`config.mk`:
```
export PLATFORM = sky130hd
export DESIGN_NAME = cau_div_cell
export DESIGN_NICKNAME = d
export VERILOG_FILES = /design/src/rtl/core/cau_pkg.sv /design/src/rtl/core/cau_div_cell.sv
export SDC_FILE = /design/constraint.sdc
export NUM_CORES = 1
export LEC_CHECK = 0
export BUFFER_PORTS_ARGS = -buffer_cell sky130_fd_sc_hd__buf_2
export CAP_MARGIN = 20
export CELL_PAD_IN_SITES_DETAIL_PLACEMENT = 0
export CELL_PAD_IN_SITES_GLOBAL_PLACEMENT = 2
export CORE_UTILIZATION = 34
export CTS_CLUSTER_SIZE = 12
export DETAILED_ROUTE_END_ITERATION = 7
export PLACE_DENSITY_LB_ADDON = 0.1
export SKIP_LAST_GASP = 1
export SLEW_MARGIN = 20
export SYNTH_ARGS = -nofsm -noshare
export SYNTH_HDL_FRONTEND = slang
export SYNTH_SLANG_ARGS = --single-unit
```
`constraint.sdc`:
```
create_clock -name i_clk -period 11.28 [get_ports i_clk]
set_clock_uncertainty 0.05 [all_clocks]
set_input_delay 1.128 -clock i_clk [delete_from_list [all_inputs] [get_ports i_clk]]
set_output_delay 1.128 -clock i_clk [all_outputs]
set_load 0.005 [all_outputs]
```
`src/rtl/core/cau_pkg.sv`:
```
`default_nettype none
package cau_pkg;

    localparam int DATA_WIDTH = 16;
    localparam int FRAC_BITS  = 8;

    // operation selector carried on the input tuser
    typedef enum logic [1:0] {
        OP_ADD = 2'd0,
        OP_SUB = 2'd1,
        OP_MUL = 2'd2,
        OP_DIV = 2'd3
    } t_op;

    // result status carried on the output tuser
    localparam logic [1:0] ST_OK  = 2'd0;
    localparam logic [1:0] ST_SAT = 2'd1;
    localparam logic [1:0] ST_DZ  = 2'd2;

    // per-item control that rides along the divider chain
    typedef struct packed {
        logic is_div;
        logic zero;
        logic neg_re;
        logic neg_im;
        logic ovf_re;
        logic ovf_im;
    } t_ctl;

endpackage
`default_nettype wire

```
`src/rtl/core/cau_div_cell.sv`:
```
`default_nettype none
// One restoring-division step for both parts; passes everything else along.
module cau_div_cell #(
    parameter int DATA_WIDTH = cau_pkg::DATA_WIDTH
) (
    input  wire                                i_clk,
    input  wire                                i_rst_n,
    input  wire                                i_valid,
    output logic                               o_ready,
    input  wire cau_pkg::t_ctl                 i_ctl,
    input  wire signed [2*DATA_WIDTH:0]        i_val_re,
    input  wire signed [2*DATA_WIDTH:0]        i_val_im,
    input  wire [2*DATA_WIDTH:0]               i_rem_re,
    input  wire [2*DATA_WIDTH:0]               i_rem_im,
    input  wire [DATA_WIDTH-1:0]               i_low_re,
    input  wire [DATA_WIDTH-1:0]               i_low_im,
    input  wire [DATA_WIDTH-1:0]               i_q_re,
    input  wire [DATA_WIDTH-1:0]               i_q_im,
    input  wire [2*DATA_WIDTH:0]               i_den,
    output logic                               o_valid,
    input  wire                                i_ready,
    output cau_pkg::t_ctl                      o_ctl,
    output logic signed [2*DATA_WIDTH:0]       o_val_re,
    output logic signed [2*DATA_WIDTH:0]       o_val_im,
    output logic [2*DATA_WIDTH:0]              o_rem_re,
    output logic [2*DATA_WIDTH:0]              o_rem_im,
    output logic [DATA_WIDTH-1:0]              o_low_re,
    output logic [DATA_WIDTH-1:0]              o_low_im,
    output logic [DATA_WIDTH-1:0]              o_q_re,
    output logic [DATA_WIDTH-1:0]              o_q_im,
    output logic [2*DATA_WIDTH:0]              o_den
);
    localparam int W  = DATA_WIDTH;
    localparam int SW = 2*DATA_WIDTH + 1;

    logic            r_valid;
    logic [SW:0]     w_sh_re, w_sh_im;
    logic            w_ge_re, w_ge_im;
    logic [SW:0]     w_df_re, w_df_im;

    assign o_ready = !r_valid || i_ready;
    assign o_valid = r_valid;

    // bring down the next dividend bit and try the subtract
    always_comb begin
        w_sh_re = {i_rem_re, i_low_re[W-1]};
        w_sh_im = {i_rem_im, i_low_im[W-1]};
        w_ge_re = (w_sh_re >= {1'b0, i_den});
        w_ge_im = (w_sh_im >= {1'b0, i_den});
        w_df_re = w_sh_re - {1'b0, i_den};
        w_df_im = w_sh_im - {1'b0, i_den};
    end

    always_ff @(posedge i_clk) begin
        if (!i_rst_n) begin
            r_valid <= 1'b0;
        end else if (o_ready) begin
            r_valid <= i_valid;
        end
        if (o_ready && i_valid) begin
            o_ctl    <= i_ctl;
            o_val_re <= i_val_re;
            o_val_im <= i_val_im;
            o_rem_re <= w_ge_re ? w_df_re[SW-1:0] : w_sh_re[SW-1:0];
            o_rem_im <= w_ge_im ? w_df_im[SW-1:0] : w_sh_im[SW-1:0];
            o_low_re <= i_low_re << 1;
            o_low_im <= i_low_im << 1;
            o_q_re   <= {i_q_re[W-2:0], w_ge_re};
            o_q_im   <= {i_q_im[W-2:0], w_ge_im};
            o_den    <= i_den;
        end
    end
endmodule
`default_nettype wire

```
==> metrics, run 1 <==
combined area of the multi-input logic cells 0.004294 mm2; area fraction of the dominant cell type after synthesis 60.05%; Final GP Congestion 0.8410; all-layer global routing usage 21.77%; slew at the pin with the worst max-slew slack 1.036 ns; number of nets in the layout 1626; Total Neg Setup Slack 0 ns; maximum fanout along the worst path 23; Startpoint Class input port; number of I/O port buffers 471; vias in the first global route 8653; Setup Buffers After CTS 0; CP Launch Point i_den[0]; clock period minus final worst setup slack 4.714 ns; Detailed Route Iter0 Violations 410; Synth Cell Area 0.01165 mm2; Max Root-Sink Buffers 3; sequential cell area 0.007017 mm2; critical path start-end classification in2reg; number of distinct standard cells referenced by the synthesized netlist 70; worst IR drop on VDD 0.09535 mV; Post-synth ARST share 0%; most common cell in the netlist sky130_fd_sc_hd__edfxtp_1; critical path data required time 11.51 ns; post-detailed-route count of antenna-violating nets 0; initial antenna violation count 8; effective utilization at floorplan 34.66%; area growth from synthesis to layout 32.15%; kind of end point of the critical path register; number of core rows 67; fin crit share 41.79%; Setup Viol. Count Final 0; number of I/O pins 476; number of max-slew violations in the final report 0; DRC violation count after routing 0; Post-CTS Hold Buffers 0; per-cell via count in the routed design 4.847; number of buffers created by CTS 28; top cells by area in the synthesized netlist sky130_fd_sc_hd__edfxtp_1, sky130_fd_sc_hd__ha_1, sky130_fd_sc_hd__mux2_4; height of the die 187.1 um; register clock-pin slew on the reported worst setup and hold paths 0.06 ns; Cells after Synth 836; flop-to-flop setup slack 8.68 ns; count of cells resized by post-cts repair 0; Num Clock Sinks 234; r2r worst-path depth 3; sum of net half-perimeters after detailed placement 31510 um; Pwr Total 2.435 mW; TritonCTS clock tree yes; sequential area share after synthesis 60.22%; most frequently used flop master after synthesis sky130_fd_sc_hd__edfxtp_1; worst skew pair latency 0.54 ns; via total after detailed routing 8691; Die Width 187.1 um; number of H-tree branching levels 1; number of endpoints with negative hold slack in the final report 0; crit path to o_rem_re[1]; total routed wirelength 39430 um; Yosys reg bits 234; Yosys warning count 0; Pwr Density 158.1 mW/mm2; worst flop-to-flop path endpoint o_den[3]; fill cell count 3203; cell accounting for the most synthesized area sky130_fd_sc_hd__edfxtp_1; Overflow after GRT 0; Worst Path Arrival 4.95 ns; wire length of the first global-routing pass 56290 um; CTS Root Buffer Type sky130_fd_sc_hd__clkbuf_16; result of the run finished, final reports clean; worst relative slew slack 30.93%; largest net degree at the start of global routing 166; average wire length per cell after detail routing 21.99 um; launching point of the worst reg2reg path o_valid; RSZ-0062 raised after global routing false; type of the most critical hold path reg2reg; share of cells above drive strength 1 43.28%; top cells by instance count after synthesis sky130_fd_sc_hd__edfxtp_1, sky130_fd_sc_hd__ha_1, sky130_fd_sc_hd__inv_1, sky130_fd_sc_hd__a21oi_1, sky130_fd_sc_hd__nand2_1; f_max 212.2 MHz; router iterations before antenna repair 4; number of maximum-capacitance violations 0; number of flops mapped to enable cells by yosys 233; die area 0.03502 mm2; Pleak 6.740 nW; Avg Synthesized Cell Area 13.94 um2; Core ar. 0.03362 mm2
[flip-flops by register name, summed over array words and instances (netlist names)]
name      cells
o_val_im     33
o_low_im     15
o_ctl         6
o_q_re       16
o_rem_im     33
o_rem_re     33
o_val_re     33
o_q_im       16
o_valid       1
o_low_re     15
o_den        33
[routing by layer]
layer	wire, um	share of wire [%]	up-vias	global-route usage, %
li1	-	-	4164	-
met1	15860	40	4208	26.02
met2	20040	51	269	38.83
met3	2867	7.3	42	5.816
met4	602	1.5	8	4.918
met5	55	0.14	-	0
[critical path: stages]
cell and delay [ns]:
sky130_fd_sc_hd__buf_2 0.17, sky130_fd_sc_hd__ha_1 0.18, sky130_fd_sc_hd__inv_1 0.05, sky130_fd_sc_hd__fa_1 0.40
sky130_fd_sc_hd__a21oi_1 0.23, sky130_fd_sc_hd__o211ai_1 0.22, sky130_fd_sc_hd__nor4b_1 0.21, sky130_fd_sc_hd__or3_4 0.38
sky130_fd_sc_hd__a31oi_4 0.24, sky130_fd_sc_hd__o21a_4 0.18, sky130_fd_sc_hd__o21ai_4 0.07, sky130_fd_sc_hd__a41oi_4 0.58
sky130_fd_sc_hd__buf_4 0.49, sky130_fd_sc_hd__mux2_2 0.38
[through the flow]
step           worst slack [ns]  instances  hold slack [ns]  instance area, um2  util (%)
4_1_cts                   6.598       1788           0.5125               15390     45.77
6_report                  6.567       1793           0.5057               15400     45.81
3_5_place_dp              6.031       1737           0.4867               14470     43.05
5_1_grt                   6.430       1790           0.5759               15390     45.78
2_1_floorplan             4.020        837           0.4866               11660         -
3_3_place_gp              6.009       1737           0.4867               14470     43.05
[layout by cell type (no fill, tap or decap), drive strengths merged, types with 4 or more instances in the layout]
cell    synthesis  layout
nor2           30      30
a21oi          44      44
nand4          18      18
nand2          39      39
nor2b           8       8
ha             66      66
and3            6       6
a21o           32      32
clkinv          0      10
xor2           25      25
inv            53      53
nand2b          7       7
o211ai          5       5
a211oi         10      10
o21bai         11      11
nand3          12      12
mux2           62      62
buf            14     475
a31oi           9       9
o21a            8       8
edfxtp        233     233
and2            6       6
o21ai          32      32
a221oi          4       4
diode           0       5
clkbuf          9      36
xnor2          34      34
nor3           12      12
[area by class of cell]
class | instances | area share (%)
Inverter | 53 | 1.292
Tap cell | 448 | 3.640
Clock buffer | 36 | 4.883
Timing Repair Buffer | 475 | 15.58
Multi-Input combinational cell | 527 | 27.89
Sequential cell | 234 | 45.57
Antenna cell | 5 | 0.08125
Clock inverter | 15 | 1.064
[report_power, final]
group	internal, mW	switching (mW)	total (mW)
clock network	0.539	0.366	0.905
registers	1.05	0.0146	1.06
logic	0.216	0.252	0.467
[cell families after synthesis]
kind of cell,after synthesis,share of synthesized area [%]
xor gates and xnor gates,59,4.435
and+or+nand+nor,151,6.572
buffers and inverters,76,2.985
other,1,0.03218
DFF,234,60.22
muxes,65,7.087
adders and majority gates,68,7.430
AOI/OAI and AO/OA,182,11.24
[worst min path at each step]
stage | endpoint | depth (start not counted) | slack [ns] | from
2_1_floorplan | o_valid | 2 | 0.49 | o_valid
3_5_place_dp | o_valid | 2 | 0.49 | o_valid
3_3_place_gp | o_valid | 2 | 0.49 | o_valid
6_report | o_valid | 2 | 0.51 | o_valid
4_1_cts | o_valid | 2 | 0.51 | o_valid
5_1_grt | o_valid | 2 | 0.58 | o_valid
No activity file was read; power rests on OpenSTA's default activity.
==> run 2: changes to the inputs <==
--- a/config.mk
+++ b/config.mk
@@ -5,11 +5,12 @@
 export SDC_FILE = /design/constraint.sdc
 export NUM_CORES = 1
 export LEC_CHECK = 0
+export ABC_AREA = 1
 export BUFFER_PORTS_ARGS = -buffer_cell sky130_fd_sc_hd__buf_2
 export CAP_MARGIN = 20
 export CELL_PAD_IN_SITES_DETAIL_PLACEMENT = 0
 export CELL_PAD_IN_SITES_GLOBAL_PLACEMENT = 2
-export CORE_UTILIZATION = 34
+export CORE_UTILIZATION = 26
 export CTS_CLUSTER_SIZE = 12
 export DETAILED_ROUTE_END_ITERATION = 7
 export PLACE_DENSITY_LB_ADDON = 0.1
==> constraint.sdc (replaced) <==
create_clock -name i_clk -period 4.04 [get_ports i_clk]
set_clock_uncertainty 0.05 [all_clocks]
set_input_delay 0.404 -clock i_clk [delete_from_list [all_inputs] [get_ports i_clk]]
set_output_delay 0.404 -clock i_clk [all_outputs]
set_load 0.005 [all_outputs]
==> metrics, run 2 <==
top cells by instance count after synthesis sky130_fd_sc_hd__nand2_1, sky130_fd_sc_hd__inv_1, sky130_fd_sc_hd__edfxtp_1, sky130_fd_sc_hd__nand3_1, sky130_fd_sc_hd__nor2_1; Max Root-Sink Buffers 3 (unchanged); Detailed Route Iter0 Violations 488 (+19%); clock period minus final worst setup slack 2.943 ns; TritonCTS clock tree yes; slew at the pin with the worst max-slew slack 0.6569 ns (-0.3791 ns); f_max 339.8 MHz; worst relative slew slack 56.21% (+25 points); result of the run finished, final reports clean; Setup Slack @ Placement 0.9524 ns (-5.078 ns); Startpoint Class input port; Post-CTS Hold Buffers 162 (+162); number of max-slew violations in the final report 0 (unchanged); Placed Instances 2708 (+56%); number of endpoints with negative hold slack in the final report 0 (unchanged); top cells by area in the synthesized netlist sky130_fd_sc_hd__edfxtp_1, sky130_fd_sc_hd__nand2_1, sky130_fd_sc_hd__inv_1; die area 0.05308 mm2 (+52%); DRC violation count after routing 0 (unchanged); kind of end point of the critical path register; share of cells above drive strength 1 26.33% (-17 points); largest net degree at the start of global routing 103 (-38%); Pwr Density 366.7 mW/mm2 (+130%); Pleak 9.634 nW (+43%); Die Width 230.4 um (+23%); register clock-pin slew on the reported worst setup and hold paths 0.06 ns (about the same); Cells after Synth 1569 (+88%); vias in the first global route 12870 (+49%); final setup slack of the worst path 1.097 ns (-5.469 ns); CTS Root Buffer Type sky130_fd_sc_hd__clkbuf_16; cell accounting for the most synthesized area sky130_fd_sc_hd__edfxtp_1; router iterations before antenna repair 5 (+1); Pwr Total 7.067 mW (+190%); Post-synth ARST share 0% (unchanged); initial antenna violation count 10 (+2); maximum fanout along the worst path 35 (+52%); area fraction of the dominant cell type after synthesis 51.59% (-8.5 points); Synth Cell Area 0.01356 mm2 (+16%); Num Clock Sinks 234 (unchanged); worst skew pair latency 0.57 ns (+0.03 ns); number of maximum-capacitance violations 0 (unchanged); fin crit share 72.84%; Final GP Congestion 0.8725 (+3.7%); Worst Path Arrival 3.22 ns (-1.73 ns); wire length of the first global-routing pass 80010 um (+42%); area growth from synthesis to layout 42.07%; RSZ-0062 raised after global routing false; number of I/O port buffers 471 (unchanged); Setup Buffers After CTS 0 (unchanged); all-layer global routing usage 20.15% (-1.6 points); type of the most critical hold path in2reg; height of the die 230.4 um (+23%); Yosys warning count 0 (unchanged); most common cell in the netlist sky130_fd_sc_hd__nand2_1; fill cell count 5335 (+67%); Avg Synthesized Cell Area 8.644 um2 (-38%); cell area after placement 0.01672 mm2 (+16%); per-cell via count in the routed design 4.235 (-13%); worst IR drop on VDD 0.2662 mV (+180%); Final Instance Area 0.01927 mm2 (+25%); most frequently used flop master after synthesis sky130_fd_sc_hd__edfxtp_1; top library cells by usage in the layout, fill and taps aside sky130_fd_sc_hd__nand2_1, sky130_fd_sc_hd__buf_2, sky130_fd_sc_hd__inv_1, sky130_fd_sc_hd__edfxtp_1, sky130_fd_sc_hd__dlygate4sd3_1; count of cells resized by post-cts repair 0 (unchanged); number of nets in the layout 2529 (+56%); number of core rows 83 (+24%); sequential area share after synthesis 51.73% (-8.5 points); effective utilization at floorplan 26.38% (-8.3 points); Overflow after GRT 0 (unchanged); number of flops mapped to enable cells by yosys 233 (unchanged); number of I/O pins 476 (unchanged); total routed wirelength 54190 um (+37%); sum of net half-perimeters after detailed placement 44130 um (+40%); Yosys reg bits 234 (unchanged); post-detailed-route count of antenna-violating nets 0 (unchanged); critical path start-end classification in2reg; final design utilization 37.48% (-8.3 points); Core ar. 0.05141 mm2 (+53%); Setup Viol. Count Final 0 (unchanged); average wire length per cell after detail routing 18.51 um (-16%); via total after detailed routing 12400 (+43%); critical path data required time 4.31 ns (-7.20 ns); number of buffers created by CTS 29 (+3.6%); Cell Count, Final, Fillers Out 2927 (+63%); most common library cell in the layout ignoring fill and taps sky130_fd_sc_hd__nand2_1; number of distinct standard cells referenced by the synthesized netlist 35 (-50%); number of H-tree branching levels 1 (unchanged)
[run 2: changes by cell type after synthesis, sizes merged, moves of 9 or more]
| cell | delta |
|---|---|
| nor2 | +57 |
| inv | +232 |
| nand4 | -14 |
| o21ai | -30 |
| nand3 | +125 |
| a31oi | -9 |
| xnor2 | -32 |
| nand3b | +20 |
| a211oi | -10 |
| a21o | -28 |
| nand2 | +555 |
| mux2 | -62 |
| o21bai | -10 |
[run 2: per-layer routing]
metal,track usage (%),part of all wire [%],vias up
li1,-,-,6309
met1,24.24,42,5731
met2,36.85,51,286
met3,3.384,5.0,63
met4,5.174,2.3,6
met5,0,0.063,-
[run 2: critical path, cell delays in order]
cell and delay (ns):
sky130_fd_sc_hd__dlygate4sd3_1 0.54, sky130_fd_sc_hd__buf_2 0.14, sky130_fd_sc_hd__inv_1 0.13, sky130_fd_sc_hd__ha_1 0.31, sky130_fd_sc_hd__nand2_1 0.09, sky130_fd_sc_hd__nand2_1 0.09, sky130_fd_sc_hd__inv_1 0.06, sky130_fd_sc_hd__nand2_1 0.08
sky130_fd_sc_hd__inv_1 0.08, sky130_fd_sc_hd__nand3_2 0.14, sky130_fd_sc_hd__nand2_1 0.11, sky130_fd_sc_hd__nand2_1 0.10, sky130_fd_sc_hd__nand2_4 0.40, sky130_fd_sc_hd__nand2_8 0.28, sky130_fd_sc_hd__nand3_1 0.16, sky130_fd_sc_hd__nand2_1 0.06
[run 2: final timing paths]
path              slack (ns)      endpoint       from  cells after the start
setup / recovery        1.10  o_rem_re[17]   i_den[9]                     16
hold reg to reg         0.47       o_valid    o_valid                      2
hold / removal          0.06     o_den[18]  i_den[18]                      1
setup reg to reg        2.45  o_val_im[12]    o_valid                      2
[run 2: logic make-up (layout without fill, tap and decap cells)]
family          Yosys count  count (layout)  share of synthesized area (%)
flops                   234             234                          51.73
xor+xnor                 28              28                          1.808
buf+inv                 306             977                          9.105
fa+ha+maj                68              68                          6.384
compound gates           50              50                          1.956
other cells               1               8                        0.02765
simple gates            882             882                          28.99
[run 2: final cells by class]
type	instances	area [um2]	share of cell area, %
antenna	6	15.01	0.07792
clock buffer	31	733.2	3.805
clock inverter	19	166.4	0.8636
inverter	285	1072	5.565
multi-input combinational	1030	5326	27.64
sequential	234	7018	36.42
tap	680	850.8	4.416
timing repair buffer	642	4086	21.21
[run 2: power breakdown]
part / internal (mW) / leakage [nW] / switching (mW)
logic: 0.633 / 6.94 / 0.968
registers: 2.92 / 2.27 / 0.0478
clock network: 1.44 / 0.425 / 1.06
[run 2: per-stage QoR]
step	hold slack, ns	setup TNS, ns
global route	0.01798	0
finish	0.05690	0
floorplan	0.4529	-163.05
CTS	0.01352	0
detailed placement	0.4756	0
global placement	0.4599	0
==> run 3: changes to the inputs <==
--- a/config.mk
+++ b/config.mk
@@ -5,12 +5,12 @@
 export SDC_FILE = /design/constraint.sdc
 export NUM_CORES = 1
 export LEC_CHECK = 0
-export ABC_AREA = 1
+export ABC_AREA = 0
 export BUFFER_PORTS_ARGS = -buffer_cell sky130_fd_sc_hd__buf_2
 export CAP_MARGIN = 20
 export CELL_PAD_IN_SITES_DETAIL_PLACEMENT = 0
 export CELL_PAD_IN_SITES_GLOBAL_PLACEMENT = 2
-export CORE_UTILIZATION = 26
+export CORE_UTILIZATION = 31
 export CTS_CLUSTER_SIZE = 12
 export DETAILED_ROUTE_END_ITERATION = 7
 export PLACE_DENSITY_LB_ADDON = 0.1
==> constraint.sdc (replaced) <==
create_clock -name i_clk -period 2.8 [get_ports i_clk]
set_clock_uncertainty 0.05 [all_clocks]
set_input_delay 0.28 -clock i_clk [delete_from_list [all_inputs] [get_ports i_clk]]
set_output_delay 0.28 -clock i_clk [all_outputs]
set_load 0.005 [all_outputs]
==> metrics, run 3 (synthesis gave the netlist of run 1 again) <==
switching power as a share of total power 26.65% (-2.8 points); worst IR drop on VDD 0.4588 mV (+72%); clock power share 34.4% (-1.0 points); Comb power frac 25.2% (+2.5 points); effective utilization at floorplan 31.68% (+5.3 points); vias in the first global route 10670 (-17%); Worst Path Arrival 3.19 ns (-0.03 ns); CTS Root Buffer Type sky130_fd_sc_hd__clkbuf_16; P_int 7.795 mW (+56%); f_max 344.7 MHz; Crit-path slowest cell sky130_fd_sc_hd__fa_2; Pwr Density 538.8 mW/mm2 (+47%); TritonCTS clock tree yes; violations in the final reports setup timing; die area 0.03837 mm2 (-28%); most used cell along the critical path sky130_fd_sc_hd__o21ai_2; Detailed Route Iter0 Violations 380 (-22%); Num Clock Sinks 234 (unchanged); number of I/O pins 476 (unchanged); critical path start-end classification in2reg; initial antenna violation count 6 (-4); number of H-tree branching levels 1 (unchanged); Pwr Total 10.63 mW (+50%); Final GP Congestion 0.8372 (-4.0%); number of I/O port buffers 471 (unchanged); launching point of the worst reg2reg path o_valid; Overflow after GRT 0 (unchanged); Worst path depth 15 (-1); fin crit share 103.6%; average wire length per cell after detail routing 19.83 um (+7.1%); register clock-pin slew on the reported worst setup and hold paths 0.06 ns (about the same); worst flop-to-flop path endpoint o_val_im[19]; all-layer global routing usage 22.49% (+2.3 points); most common library cell in the layout ignoring fill and taps sky130_fd_sc_hd__buf_2; worst skew pair latency 0.57 ns (about the same); Worst path top cell family by delay compound AO/OA/AOI/OAI gates; wire length of the first global-routing pass 64380 um (-20%); Setup Viol. Count Final 59 (+59); flop-to-flop setup slack 1.09 ns (-1.36 ns); worst hold start i_rem_im[1]; post-detailed-route count of antenna-violating nets 0 (unchanged); Core ar. 0.03679 mm2 (-28%); result of the run complete, but fails checks; Max Root-Sink Buffers 3 (unchanged); final design utilization 53.62% (+16 points); Placed Instances 1963 (-28%); final setup slack of the worst path -0.1014 ns (-1.199 ns); maximum fanout along the worst path 25 (-29%); worst path bufs/invs 4 (-1); Startpoint Class input port; RSZ-0062 raised after global routing true; Cell Count, Final, Fillers Out 2246 (-23%); number of core rows 70 (-16%); number of max-slew violations in the final report 0 (unchanged); Pleak 8.840 nW (-8.2%); top library cells by usage in the layout, fill and taps aside sky130_fd_sc_hd__buf_2, sky130_fd_sc_hd__edfxtp_1, sky130_fd_sc_hd__dlygate4sd3_1, sky130_fd_sc_hd__buf_4, sky130_fd_sc_hd__ha_1; number of buffers created by CTS 29 (unchanged); clock period minus final worst setup slack 2.901 ns; largest net degree at the start of global routing 82 (-20%); sum of net half-perimeters after detailed placement 34200 um (-23%); kind of end point of the critical path register; endpoint of the worst hold-timing path o_rem_im[2]; cell breakdown of the critical path buf_8 -> inv_12 -> ha_4 -> inv_2 -> fa_2 -> a211oi_4 -> o21ai_2 -> a21o_1 -> a41oi_2 -> o21ai_2 -> a221o_2 -> a31oi_4 -> o311ai_4 -> buf_12 -> mux2_4; critical path data required time 3.09 ns (-1.22 ns); type of the most critical hold path in2reg; area growth from synthesis to layout 69.27%; Die Width 195.9 um (-15%); r2r worst-path depth 3 (+1); DRC violation count after routing 0 (unchanged); height of the die 195.9 um (-15%); cell count of the worst hold path 2 (+1); sw power 2.832 mW (+36%); share of cells above drive strength 1 47.80% (+21 points); via total after detailed routing 10330 (-17%); router iterations before antenna repair 4 (-1); number of endpoints with negative hold slack in the final report 0 (unchanged); total routed wirelength 44530 um (-18%); share of power burned in registers 40.4% (-1.6 points); number of nets in the layout 2064 (-18%); largest stage delay on the critical path 0.41 ns (-0.13 ns); Setup Slack @ Placement -0.7957 ns (-1.748 ns); number of maximum-capacitance violations 0 (unchanged); Total Neg Setup Slack -4.033 ns (-4.033 ns); per-cell via count in the routed design 4.599 (+8.6%)
[run 3: cell types whose count changed in the layout (fill, tap and decap cells not counted), sizes merged, moves of 20 or more]
cell | previous run | this run
xnor2 | 2 | 34
dlygate4sd3 | 163 | 221
nor2 | 87 | 30
nand3 | 137 | 12
nand3b | 21 | 1
mux2 | 0 | 62
a21o | 4 | 32
nand2 | 594 | 39
inv | 288 | 53
buf | 479 | 688
o21ai | 2 | 32
[run 3: layout make-up]
cell class | instances | area [um2]
Tap cell | 468 | 585.6
Fill cell | 3321 | 17060
Clock buffer | 35 | 748.2
Sequential cell | 234 | 7017
Inverter | 53 | 240.2
Timing Repair Buffer | 912 | 6369
Multi-Input combinational cell | 527 | 4603
Clock inverter | 15 | 156.4
Antenna cell | 2 | 5.005
[run 3: worst max path at each step]
stage / to / slack (ns) / from
finish: o_rem_im[10] / -0.10 / i_low_im[15]
global route: o_rem_im[32] / -0.22 / i_den[7]
CTS: o_rem_im[17] / -0.1 / i_low_im[15]
detailed placement: o_rem_im[13] / -0.80 / i_low_im[15]
global placement: o_rem_im[11] / -0.75 / i_low_im[15]
floorplan: o_rem_im[10] / -0.41 / i_low_im[15]
[run 3: what timing repair did]
item	CTS	global route
cloned	1	2
hold endpoints to repair	220	1
setup endpoints to repair	44	64
gates resized for setup	6	24
pin swaps	1	2
hold buffers	221	1
buffers inserted	4	3
[run 3: metrics by stage]
| step | cell area (um2) | hold WS (ns) |
|---|---|---|
| global route | 19720 | 0.01670 |
| finish | 19720 | 0.02928 |
| global placement | 16310 | 0.4068 |
| floorplan | 11890 | 0.3289 |
| detailed placement | 16310 | 0.4081 |
| CTS | 19490 | 0.002257 |
[run 3: routing by layer]
layer	share of wire [%]	vias up	wire, um	track usage [%]
met5	0.13	-	57	0
met4	3.1	8	1392	6.858
met3	4.9	67	2172	4.074
met2	51	292	22550	40.35
met1	41	4929	18360	27.28
li1	-	5034	-	-
[run 3: power groups by stage]
| stage | logic (mW) | registers [mW] | clock network [mW] |
|---|---|---|---|
| CTS | 2.65 | 4.29 | 3.74 |
| global placement | 2.36 | 4.36 | 0 |
| floorplan | 1.14 | 4.41 | 0 |
| finish | 2.68 | 4.29 | 3.66 |
| global route | 2.91 | 4.31 | 3.86 |
| detailed placement | 2.36 | 4.36 | 0 |
